**src/rtl/hgss_pkg.sv**
```systemverilog
package hgss_pkg;

   // time arithmetic wraps at this width
   localparam int TIME_W     = 32;
   localparam int TEMP_W     = 15;
   localparam int GAS_W      = 10;
   localparam int HYST_W     = 10;
   localparam int SLOPE_W    = 11;
   localparam int MS_W       = 16;
   localparam int CSR_IDX_W  = 3;
   localparam int CSR_DATA_W = 16;
   localparam int REQ_DATA_W = 80;
   localparam int RSP_DATA_W = 8;

   typedef enum logic [CSR_IDX_W-1:0] {
      CSR_GAS_LEVEL  = 3'd0,
      CSR_HYST       = 3'd1,
      CSR_SLOPE      = 3'd2,
      CSR_PULSE_LEN  = 3'd3,
      CSR_SLOPE_IVL  = 3'd4
   } csr_idx_type;

   typedef enum logic [3:0] {
      MODE_STANDBY  = 4'b0001,
      MODE_PREHEAT  = 4'b0010,
      MODE_MAINTAIN = 4'b0100,
      MODE_ESTOP    = 4'b1000
   } mode_type;

   localparam logic [1:0] MODE_CODE_STANDBY  = 2'd0;
   localparam logic [1:0] MODE_CODE_PREHEAT  = 2'd1;
   localparam logic [1:0] MODE_CODE_MAINTAIN = 2'd2;
   localparam logic [1:0] MODE_CODE_ESTOP    = 2'd3;

   typedef struct packed {
      logic [GAS_W-1:0]          gas_alarm_level;
      logic [HYST_W-1:0]         hysteresis_cdeg;
      logic signed [SLOPE_W-1:0] slope_limit;
      logic [MS_W-1:0]           pulse_length_ms;
      logic [MS_W-1:0]           slope_interval_ms;
   } csr_type;

   // packed so that now_ms lands in the lowest bits of tdata
   typedef struct packed {
      logic                     hw_stop;
      logic [GAS_W-1:0]         gas_level;
      logic signed [TEMP_W-1:0] setpoint_cdeg;
      logic signed [TEMP_W-1:0] temperature_cdeg;
      logic [TIME_W-1:0]        now_ms;
   } req_type;

   typedef struct packed {
      logic       stop_message;
      logic       gas_warning;
      logic       siren_on;
      logic       red_led;
      logic       green_led;
      logic       heater_on;
      logic [1:0] mode;
   } rsp_type;

   typedef struct packed {
      logic interval_due;
      logic falling;
      logic pulse_done;
   } slope_type;

   function automatic logic [1:0] mode_code(mode_type m);
      logic [1:0] code;
      unique case (m)
         MODE_STANDBY:  code = MODE_CODE_STANDBY;
         MODE_PREHEAT:  code = MODE_CODE_PREHEAT;
         MODE_MAINTAIN: code = MODE_CODE_MAINTAIN;
         default:       code = MODE_CODE_ESTOP;
      endcase
      return code;
   endfunction

endpackage

```
**src/rtl/hgss_csr.sv**
```systemverilog
module hgss_csr
   import hgss_pkg::*;
(
   input  logic                  clock,
   input  logic                  reset,
   input  logic                  csr_we,
   input  logic [CSR_IDX_W-1:0]  csr_index,
   input  logic [CSR_DATA_W-1:0] csr_wdata,
   output csr_type               csr
);

   csr_type csr_ff, csr_in;

   always_comb begin
      csr_in = csr_ff;
      if (csr_we) begin
         unique case (csr_index)
            CSR_GAS_LEVEL: csr_in.gas_alarm_level   = csr_wdata[GAS_W-1:0];
            CSR_HYST:      csr_in.hysteresis_cdeg   = csr_wdata[HYST_W-1:0];
            CSR_SLOPE:     csr_in.slope_limit       = $signed(csr_wdata[SLOPE_W-1:0]);
            CSR_PULSE_LEN: csr_in.pulse_length_ms   = csr_wdata[MS_W-1:0];
            CSR_SLOPE_IVL: csr_in.slope_interval_ms = csr_wdata[MS_W-1:0];
            default: ;
         endcase
      end
   end

   always_ff @(posedge clock) begin
      if (reset) begin
         csr_ff.gas_alarm_level   <= GAS_W'(700);
         csr_ff.hysteresis_cdeg   <= HYST_W'(50);
         csr_ff.slope_limit       <= -SLOPE_W'(5);
         csr_ff.pulse_length_ms   <= MS_W'(2000);
         csr_ff.slope_interval_ms <= MS_W'(2000);
      end else begin
         csr_ff <= csr_in;
      end
   end

   assign csr = csr_ff;

endmodule

```
**src/rtl/hgss_slope.sv**
```systemverilog
module hgss_slope
   import hgss_pkg::*;
(
   input  csr_type                  csr,
   input  logic [TIME_W-1:0]        now_ms,
   input  logic signed [TEMP_W-1:0] temperature_cdeg,
   input  logic signed [TEMP_W-1:0] last_temp,
   input  logic [TIME_W-1:0]        last_eval_ms,
   input  logic [TIME_W-1:0]        pulse_start_ms,
   output slope_type                slope
);

   localparam int DIFF_W = TEMP_W + 1;
   localparam int LHS_W  = DIFF_W + 10;
   localparam int RHS_W  = SLOPE_W + TIME_W + 1;
   localparam logic signed [LHS_W-1:0] MS_PER_S = LHS_W'(1000);

   logic [TIME_W-1:0]        dt;
   logic [TIME_W-1:0]        pulse_age;
   logic [MS_W-1:0]          interval;
   logic signed [DIFF_W-1:0] diff;
   logic signed [LHS_W-1:0]  lhs;
   logic signed [RHS_W-1:0]  rhs;

   always_comb begin
      dt        = now_ms - last_eval_ms;
      pulse_age = now_ms - pulse_start_ms;
      interval  = (csr.slope_interval_ms == '0) ? MS_W'(1) : csr.slope_interval_ms;
      diff      = DIFF_W'(temperature_cdeg) - DIFF_W'(last_temp);
      // cross-multiplied slope test: diff / dt < limit / 1000
      lhs       = LHS_W'(diff) * MS_PER_S;
      rhs       = RHS_W'(csr.slope_limit) * $signed({{(RHS_W-TIME_W){1'b0}}, dt});

      slope.interval_due = dt >= TIME_W'(interval);
      slope.pulse_done   = pulse_age >= TIME_W'(csr.pulse_length_ms);
      slope.falling      = RHS_W'(lhs) < rhs;
   end

endmodule

```
**src/rtl/hgss_ctrl.sv**
```systemverilog
module hgss_ctrl
   import hgss_pkg::*;
(
   input  logic    clock,
   input  logic    reset,
   input  logic    step,
   input  req_type item,
   input  csr_type csr,
   output rsp_type result
);

   localparam int BAND_W = TEMP_W + 2;

   mode_type                 mode_ff, mode_in;
   mode_type                 saved_ff, saved_in;
   logic                     alarm_ff, alarm_in;
   logic                     heater_ff, heater_in;
   logic                     green_ff, green_in;
   logic                     red_ff, red_in;
   logic signed [TEMP_W-1:0] last_temp_ff, last_temp_in;
   logic [TIME_W-1:0]        last_eval_ff, last_eval_in;
   logic [TIME_W-1:0]        pulse_start_ff, pulse_start_in;
   logic                     pulse_ff, pulse_in;
   logic                     shown_ff, shown_in;

   mode_type                 mode_work;
   mode_type                 mode_sel;
   logic                     siren;
   logic                     warn;
   logic                     msg;
   logic                     estop;
   logic                     below_sp;
   logic                     below_band;
   logic signed [BAND_W-1:0] band_low;
   slope_type                slope;

   hgss_slope u_slope (
      .csr              (csr),
      .now_ms           (item.now_ms),
      .temperature_cdeg (item.temperature_cdeg),
      .last_temp        (last_temp_ff),
      .last_eval_ms     (last_eval_ff),
      .pulse_start_ms   (pulse_start_ff),
      .slope            (slope)
   );

   always_comb begin
      below_sp   = item.temperature_cdeg < item.setpoint_cdeg;
      band_low   = BAND_W'(item.setpoint_cdeg)
                 - $signed({{(BAND_W-HYST_W){1'b0}}, csr.hysteresis_cdeg});
      below_band = BAND_W'(item.temperature_cdeg) < band_low;
   end

   always_comb begin
      mode_in        = mode_ff;
      saved_in       = saved_ff;
      alarm_in       = alarm_ff;
      heater_in      = heater_ff;
      green_in       = green_ff;
      red_in         = red_ff;
      last_temp_in   = last_temp_ff;
      last_eval_in   = last_eval_ff;
      pulse_start_in = pulse_start_ff;
      pulse_in       = pulse_ff;
      shown_in       = shown_ff;
      siren          = 1'b0;
      warn           = 1'b0;
      msg            = 1'b0;
      estop          = 1'b0;

      // hardware stop latches before anything else is looked at
      mode_work = item.hw_stop ? MODE_ESTOP : mode_ff;
      mode_sel  = alarm_ff ? saved_ff : mode_work;
      mode_in   = mode_work;

      if (mode_work == MODE_ESTOP) begin
         estop = 1'b1;
      end else if (item.gas_level >= csr.gas_alarm_level) begin
         if (!alarm_ff) begin
            saved_in = mode_work;
            alarm_in = 1'b1;
         end
         heater_in = 1'b0;
         green_in  = 1'b0;
         red_in    = 1'b1;
         siren     = 1'b1;
         warn      = 1'b1;
      end else begin
         alarm_in = 1'b0;
         mode_in  = mode_sel;
         green_in = 1'b1;
         red_in   = 1'b0;
         unique case (mode_sel)
            MODE_STANDBY: begin
               green_in     = 1'b0;
               heater_in    = 1'b0;
               last_temp_in = item.temperature_cdeg;
               if (below_sp) begin
                  mode_in = MODE_PREHEAT;
               end
            end
            MODE_PREHEAT: begin
               green_in  = 1'b0;
               red_in    = 1'b1;
               heater_in = 1'b1;
               if (!below_sp) begin
                  mode_in      = MODE_MAINTAIN;
                  last_eval_in = item.now_ms;
                  last_temp_in = item.temperature_cdeg;
                  heater_in    = 1'b0;
               end
            end
            MODE_MAINTAIN: begin
               if (pulse_ff) begin
                  if (slope.pulse_done) begin
                     heater_in = 1'b0;
                     pulse_in  = 1'b0;
                  end
               end else if (slope.interval_due) begin
                  last_eval_in = item.now_ms;
                  last_temp_in = item.temperature_cdeg;
                  if (slope.falling && below_sp) begin
                     heater_in      = 1'b1;
                     pulse_start_in = item.now_ms;
                     pulse_in       = 1'b1;
                  end
               end
               if (below_band) begin
                  mode_in = MODE_PREHEAT;
               end
            end
            default: begin
               estop = 1'b1;
            end
         endcase
      end

      if (estop) begin
         heater_in = 1'b0;
         green_in  = 1'b0;
         red_in    = 1'b1;
         siren     = 1'b1;
         msg       = !shown_ff;
         shown_in  = 1'b1;
      end

      result.mode         = mode_code(mode_in);
      result.heater_on    = heater_in;
      result.green_led    = green_in;
      result.red_led      = red_in;
      result.siren_on     = siren;
      result.gas_warning  = warn;
      result.stop_message = msg;
   end

   always_ff @(posedge clock) begin
      if (reset) begin
         mode_ff        <= MODE_STANDBY;
         saved_ff       <= MODE_STANDBY;
         alarm_ff       <= 1'b0;
         heater_ff      <= 1'b0;
         green_ff       <= 1'b0;
         red_ff         <= 1'b0;
         last_temp_ff   <= '0;
         last_eval_ff   <= '0;
         pulse_start_ff <= '0;
         pulse_ff       <= 1'b0;
         shown_ff       <= 1'b0;
      end else if (step) begin
         mode_ff        <= mode_in;
         saved_ff       <= saved_in;
         alarm_ff       <= alarm_in;
         heater_ff      <= heater_in;
         green_ff       <= green_in;
         red_ff         <= red_in;
         last_temp_ff   <= last_temp_in;
         last_eval_ff   <= last_eval_in;
         pulse_start_ff <= pulse_start_in;
         pulse_ff       <= pulse_in;
         shown_ff       <= shown_in;
      end
   end

endmodule

```
**src/rtl/heater_gas_safety_supervisor_core.sv**
```systemverilog
// a tick accepted into the input register moves on to the result register,
// and its result beat can be taken from there
// throughput: one tick per cycle unless the output stalls; the input register and the result
// register each hold one beat, and the mode/actuator state updates as a tick moves between them
// reset (synchronous, active high): standby, all actuators off, alarm and stop latches
// cleared, registers back to their defaults; only reset leaves the emergency stop
module heater_gas_safety_supervisor_core
   import hgss_pkg::*;
(
   input  logic                  clock,
   input  logic                  reset,

   input  logic                  req_tvalid,
   output logic                  req_tready,
   // now_ms[31:0], temperature_cdeg[46:32], setpoint_cdeg[61:47], gas_level[71:62],
   // hw_stop[72], zero fill [79:73]
   input  logic [REQ_DATA_W-1:0] req_tdata,

   output logic                  rsp_tvalid,
   input  logic                  rsp_tready,
   // mode[1:0], heater_on[2], green_led[3], red_led[4], siren_on[5], gas_warning[6],
   // stop_message[7]
   output logic [RSP_DATA_W-1:0] rsp_tdata,

   input  logic                  csr_we,
   input  logic [CSR_IDX_W-1:0]  csr_index,
   input  logic [CSR_DATA_W-1:0] csr_wdata
);

   csr_type csr;
   req_type in_item_ff, in_item_in;
   logic    in_valid_ff, in_valid_in;
   rsp_type out_data_ff, out_data_in;
   logic    out_valid_ff, out_valid_in;
   rsp_type result;
   logic    advance;
   logic    req_fire;

   hgss_csr u_csr (
      .clock     (clock),
      .reset     (reset),
      .csr_we    (csr_we),
      .csr_index (csr_index),
      .csr_wdata (csr_wdata),
      .csr       (csr)
   );

   hgss_ctrl u_ctrl (
      .clock  (clock),
      .reset  (reset),
      .step   (advance),
      .item   (in_item_ff),
      .csr    (csr),
      .result (result)
   );

   always_comb begin
      advance    = in_valid_ff && (!out_valid_ff || rsp_tready);
      req_tready = !in_valid_ff || advance;
      req_fire   = req_tvalid && req_tready;

      in_item_in  = req_fire ? req_type'(req_tdata[$bits(req_type)-1:0]) : in_item_ff;
      in_valid_in = req_fire ? 1'b1 : (advance ? 1'b0 : in_valid_ff);

      out_data_in  = advance ? result : out_data_ff;
      out_valid_in = advance ? 1'b1 : (rsp_tready ? 1'b0 : out_valid_ff);
   end

   always_ff @(posedge clock) begin
      if (reset) begin
         in_valid_ff  <= 1'b0;
         out_valid_ff <= 1'b0;
      end else begin
         in_valid_ff  <= in_valid_in;
         out_valid_ff <= out_valid_in;
      end
   end

   always_ff @(posedge clock) begin
      in_item_ff  <= in_item_in;
      out_data_ff <= out_data_in;
   end

   assign rsp_tvalid = out_valid_ff;
   assign rsp_tdata  = out_data_ff;

`ifndef SYNTHESIS
   // a tick that moves to the result stage is always presented on the next cycle
   a_advance_shows: assert property (@(posedge clock) disable iff (reset)
      advance |=> rsp_tvalid)
      else $error("result beat missing after advance");

   // a tick held in the input register is not dropped while the output is blocked
   a_hold_input: assert property (@(posedge clock) disable iff (reset)
      (in_valid_ff && out_valid_ff && !rsp_tready) |=> in_valid_ff)
      else $error("input beat lost while output stalled");

   // a gas alarm beat never drives the heater and always sounds the siren
   a_gas_safe: assert property (@(posedge clock) disable iff (reset)
      (rsp_tvalid && out_data_ff.gas_warning)
         |-> (out_data_ff.siren_on && !out_data_ff.heater_on && out_data_ff.red_led))
      else $error("gas alarm beat with unsafe actuators");

   // the stop message only comes with the emergency stop mode and safe outputs
   a_stop_msg: assert property (@(posedge clock) disable iff (reset)
      (rsp_tvalid && out_data_ff.stop_message)
         |-> (out_data_ff.mode == MODE_CODE_ESTOP && !out_data_ff.heater_on
              && out_data_ff.siren_on))
      else $error("stop message outside emergency stop");
`endif

endmodule

```
**config.mk**
```make
export PLATFORM = sky130hd
export DESIGN_NAME = heater_gas_safety_supervisor_core
export DESIGN_NICKNAME = d
export VERILOG_FILES = /design/src/rtl/hgss_pkg.sv /design/src/rtl/hgss_csr.sv /design/src/rtl/hgss_slope.sv /design/src/rtl/hgss_ctrl.sv /design/src/rtl/heater_gas_safety_supervisor_core.sv
export SDC_FILE = /design/constraint.sdc
export NUM_CORES = 2
export LEC_CHECK = 0
export ABC_AREA = 1
export BUFFER_PORTS_ARGS = -buffer_cell sky130_fd_sc_hd__buf_4
export CAP_MARGIN = 20
export CELL_PAD_IN_SITES_DETAIL_PLACEMENT = 0
export CELL_PAD_IN_SITES_GLOBAL_PLACEMENT = 1
export CORE_MARGIN = 3
export CORE_UTILIZATION = 49
export DETAILED_ROUTE_END_ITERATION = 10
export HOLD_SLACK_MARGIN = 0.03
export MAX_ROUTING_LAYER = met4
export PLACE_DENSITY = 0.92
export SLEW_MARGIN = 20
export SYNTH_ARGS = -nofsm -noshare
export SYNTH_HDL_FRONTEND = slang
export SYNTH_SLANG_ARGS = --single-unit
```
**constraint.sdc**
```tcl
create_clock -name clock -period 11.9 [get_ports clock]
set_input_delay 2.38 -clock clock [delete_from_list [all_inputs] [get_ports clock]]
set_output_delay 2.38 -clock clock [all_outputs]
set_load 0.02 [all_outputs]
```
==> summary.md <==
| Metric | Value |
|---|---|
| Status | complete, no violations |
| H-tree levels | 1 |
| First-pass GRT wire length | 127000 microns |
| Postcts setup bufs | 0 |
| Worst setup SP type | flop |
| Post-Syn Area | 30700 sq um |
| Setup violators final | 0 |
| Hold WC Path Type | flop to flop |
| Via count | about 25000 |
| CP max-delay cell | xor2_1 |
| Critical Path End Type | flop |
| Crit path max fanout | a little over 60 |
| EDFF count, synth | 81 |
| FILL cells | 6001 |
| Initial antenna violation count | 0 |
| Seq cells post-synth | 238 |
| Post-Route Skew | around 0.021 ns |
| Final HPWL DP | roughly 64000 microns |
| Vias in the first global route | between 20000 and 30000 |
| Worst-case clock buffer depth | 3 |
| Port Buffer Count | 106 |
| Antenna Nets Post-Route | 0 |
| Post-synthesis sequential area ratio | 18.2% |
| Drt first pass iters | 8 |
| Fin. max-slew vios | 0 |
| Relative slew slack | 25.8% |
| Largest net degree at the start of global routing | 77 |
| Layout cell share with drive strength beyond 1 | 6.15% |
| Register area | approximately 5600 sq um |
| CP max stage delay | roughly 0.74 ns |
| CP arrival | ~11 ns |
| Crit path required time | approximately 12 ns |
| Wire per inst | ~15 microns |
| Via-to-Cell Ratio | roughly 5.1 |
| Core area | about 60000 sq um |
| Starting Density | 49.6% |
| Routed WL | 76600 microns |
| Fmax | 95.6 MHz |
| DRT iter0 DRCs | 1417 |
| Number of max-cap violations | 0 |
| Height of the die | 256 microns |
| DRC | 0 |
| # resized after CTS | 0 |
| Actual slew at the worst max-slew pin | between 1 and 1.5 ns |
| FP Rows | between 90 and 100 |
| Post-Synthesis Cells | roughly 4000 |
| Worst-Skew Late Latency | about 0.55 ns |
| Critical path class | flop to flop |
| Syn_nets | about 4800 |
| Clock transition at the registers of the reported paths | 0.07 ns |
| Area of the multi-input gates | around 21000 sq um |
| Post-synthesis cell type count | 59 |
| RSZ-0062 raised after global routing | no |
| Final non-filler cell total | around 5000 |
| TritonCTS clock tree | done |
| CP top delay family | adder cells |
| CTS root buffer | clkbuf_16 |
| Area grow syn2layout | 7.94% |
| Synthesized area per cell | 7.63 sq um |
| GP Congestion | 0.902 |
| YS warnings | 0 |
| Total CTS buffers | 25 |
| Total Negative Setup Slacks | 0 ns |
| Commonest non-fill, non-tap cell in the layout | inv_1 |
| Commonest non-fill, non-tap cells in the layout | inv_1, nand2_1, ha_1, nor2_1, fa_1 |
| Total GRT Usage | between 20% and 30% |
| Die area | 65700 sq um |
| Number of antenna diodes | 0 |
| Post-synth ARST share | 0% |
| Worst Path Buf+Inv | 8 |
| Final Hold Fails | 0 |
| Min cycle time layout | between 10 and 15 ns |
| I/O Pins | 114 |
| CTS sink cnt | roughly 240 |
| Reg2reg setup slack | approximately 1.4 ns |
| Inst Count DP | ~5000 |
| Final Net Count | a little under 5000 |
| Hold Buf Count CTS | 0 |
| Die width | 256 microns |
| Grt ovf | 0 |
| Top FF cell, synth | dfxtp_1 |
| Tcrit/Tclk final | between 80 and 90% |
per-stage QoR:
step / setup slack [ns] / util (%) / hold WS [ns] / instance area, sq um
finish: 1.44 / 53.6 / 0.456 / 33100
global route: 0.440 / 53.6 / 0.476 / 33100
CTS: 1.32 / 53.6 / 0.455 / 33100
detailed placement: 1.33 / 52.3 / 0.445 / 32300
global placement: 1.43 / 52.3 / 0.440 / 32300
floorplan: 3.58 / - / 0.428 / 30700
worst register-to-register path: cells and delay by family (launching register included):
family	cells	cell delay, ns
adder cells (fa/ha/maj)	9	3.96
AND/OR/NAND/NOR	20	2.72
AO/OA/AOI/OAI	8	1.38
buffers and inverters	8	0.98
XOR/XNOR	2	0.90
flip-flops	1	0.38
area by class of cell:
type	count	area share (%)
Clock buffer	28	1.92
Clock inverter	18	0.521
Multi-Input combinational cell	2794	64.4
Inverter	912	10.3
Tap cell	837	3.16
Timing Repair Buffer	125	2.83
Sequential cell	238	16.8
routing by layer:
| layer | part of all wire [%] | vias up | GRT usage (%) |
|---|---|---|---|
| li1 | - | 12709 | - |
| met1 | 45 | 11907 | 31.3 |
| met2 | 48 | 547 | 41.3 |
| met3 | 4.5 | 90 | 2.19 |
| met4 | 2.6 | 0 | 6.05 |
| met5 | 0 | - | - |
synthesized netlist by cell type (all sizes together), types with 2 or more instances:
cell,instances,area [sq um]
xor2,76,666
clkbuf,61,229
o221ai,2,17.5
a21o,4,30.0
and2,4,25.0
nor2,365,1390
o21ai,211,1070
buf,15,148
o211ai,35,263
fa,331,6630
a21boi,3,22.5
edfxtp,81,2430
a31o,2,17.5
clkinv,4,15.0
or2,9,56.3
ha,371,4640
nand3,94,498
nand3b,8,60.1
xnor2,39,349
a21oi,314,1700
o21a,9,67.6
inv,908,3410
dfxtp,157,3140
a211oi,8,60.1
nand2,806,3100
nor3,34,175
nor4,9,71.3
o21bai,4,30.0
o31ai,3,22.5
nand4,31,194
a31oi,15,93.8
state kept, by name (all words and copies together), names as in the netlist:
signal	flops
u_ctrl.shown_ff	1
u_ctrl.pulse_ff	1
u_ctrl.mode_ff	4
u_ctrl.heater_ff	1
u_csr.csr	63
rsp_tvalid	1
u_ctrl.pulse_start_ff	32
u_ctrl.last_eval_ff	32
u_ctrl.green_ff	1
u_ctrl.alarm_ff	1
u_ctrl.saved_ff	4
u_ctrl.last_temp_ff	15
rsp_tdata	8
in_valid_ff	1
in_item_ff	73
worst paths after layout:
kind	end	depth (start not counted)	startpoint
worst max-delay path	u_ctrl.pulse_start_ff[21]	47	in_item_ff[0]
worst min-delay path	u_ctrl.last_temp_ff[0]	2	u_ctrl.last_temp_ff[0]
worst max register to register	u_ctrl.pulse_start_ff[21]	47	in_item_ff[0]
worst min register to register	u_ctrl.last_temp_ff[0]	2	u_ctrl.last_temp_ff[0]
cells by family (layout without fill, tap and decap cells):
group | after synthesis | in the layout | synth area share [%]
fa+ha+maj | 702 | 702 | 36.7
simple gates | 1362 | 1362 | 18.2
compound gates | 615 | 615 | 11.2
buf+inv | 988 | 1083 | 12.4
xor+xnor | 115 | 115 | 3.31
flops | 238 | 238 | 18.2
Power is left out: the tool's default activity adds up to more than one toggle a clock period on the data nets, which glitch-free logic cannot reach.
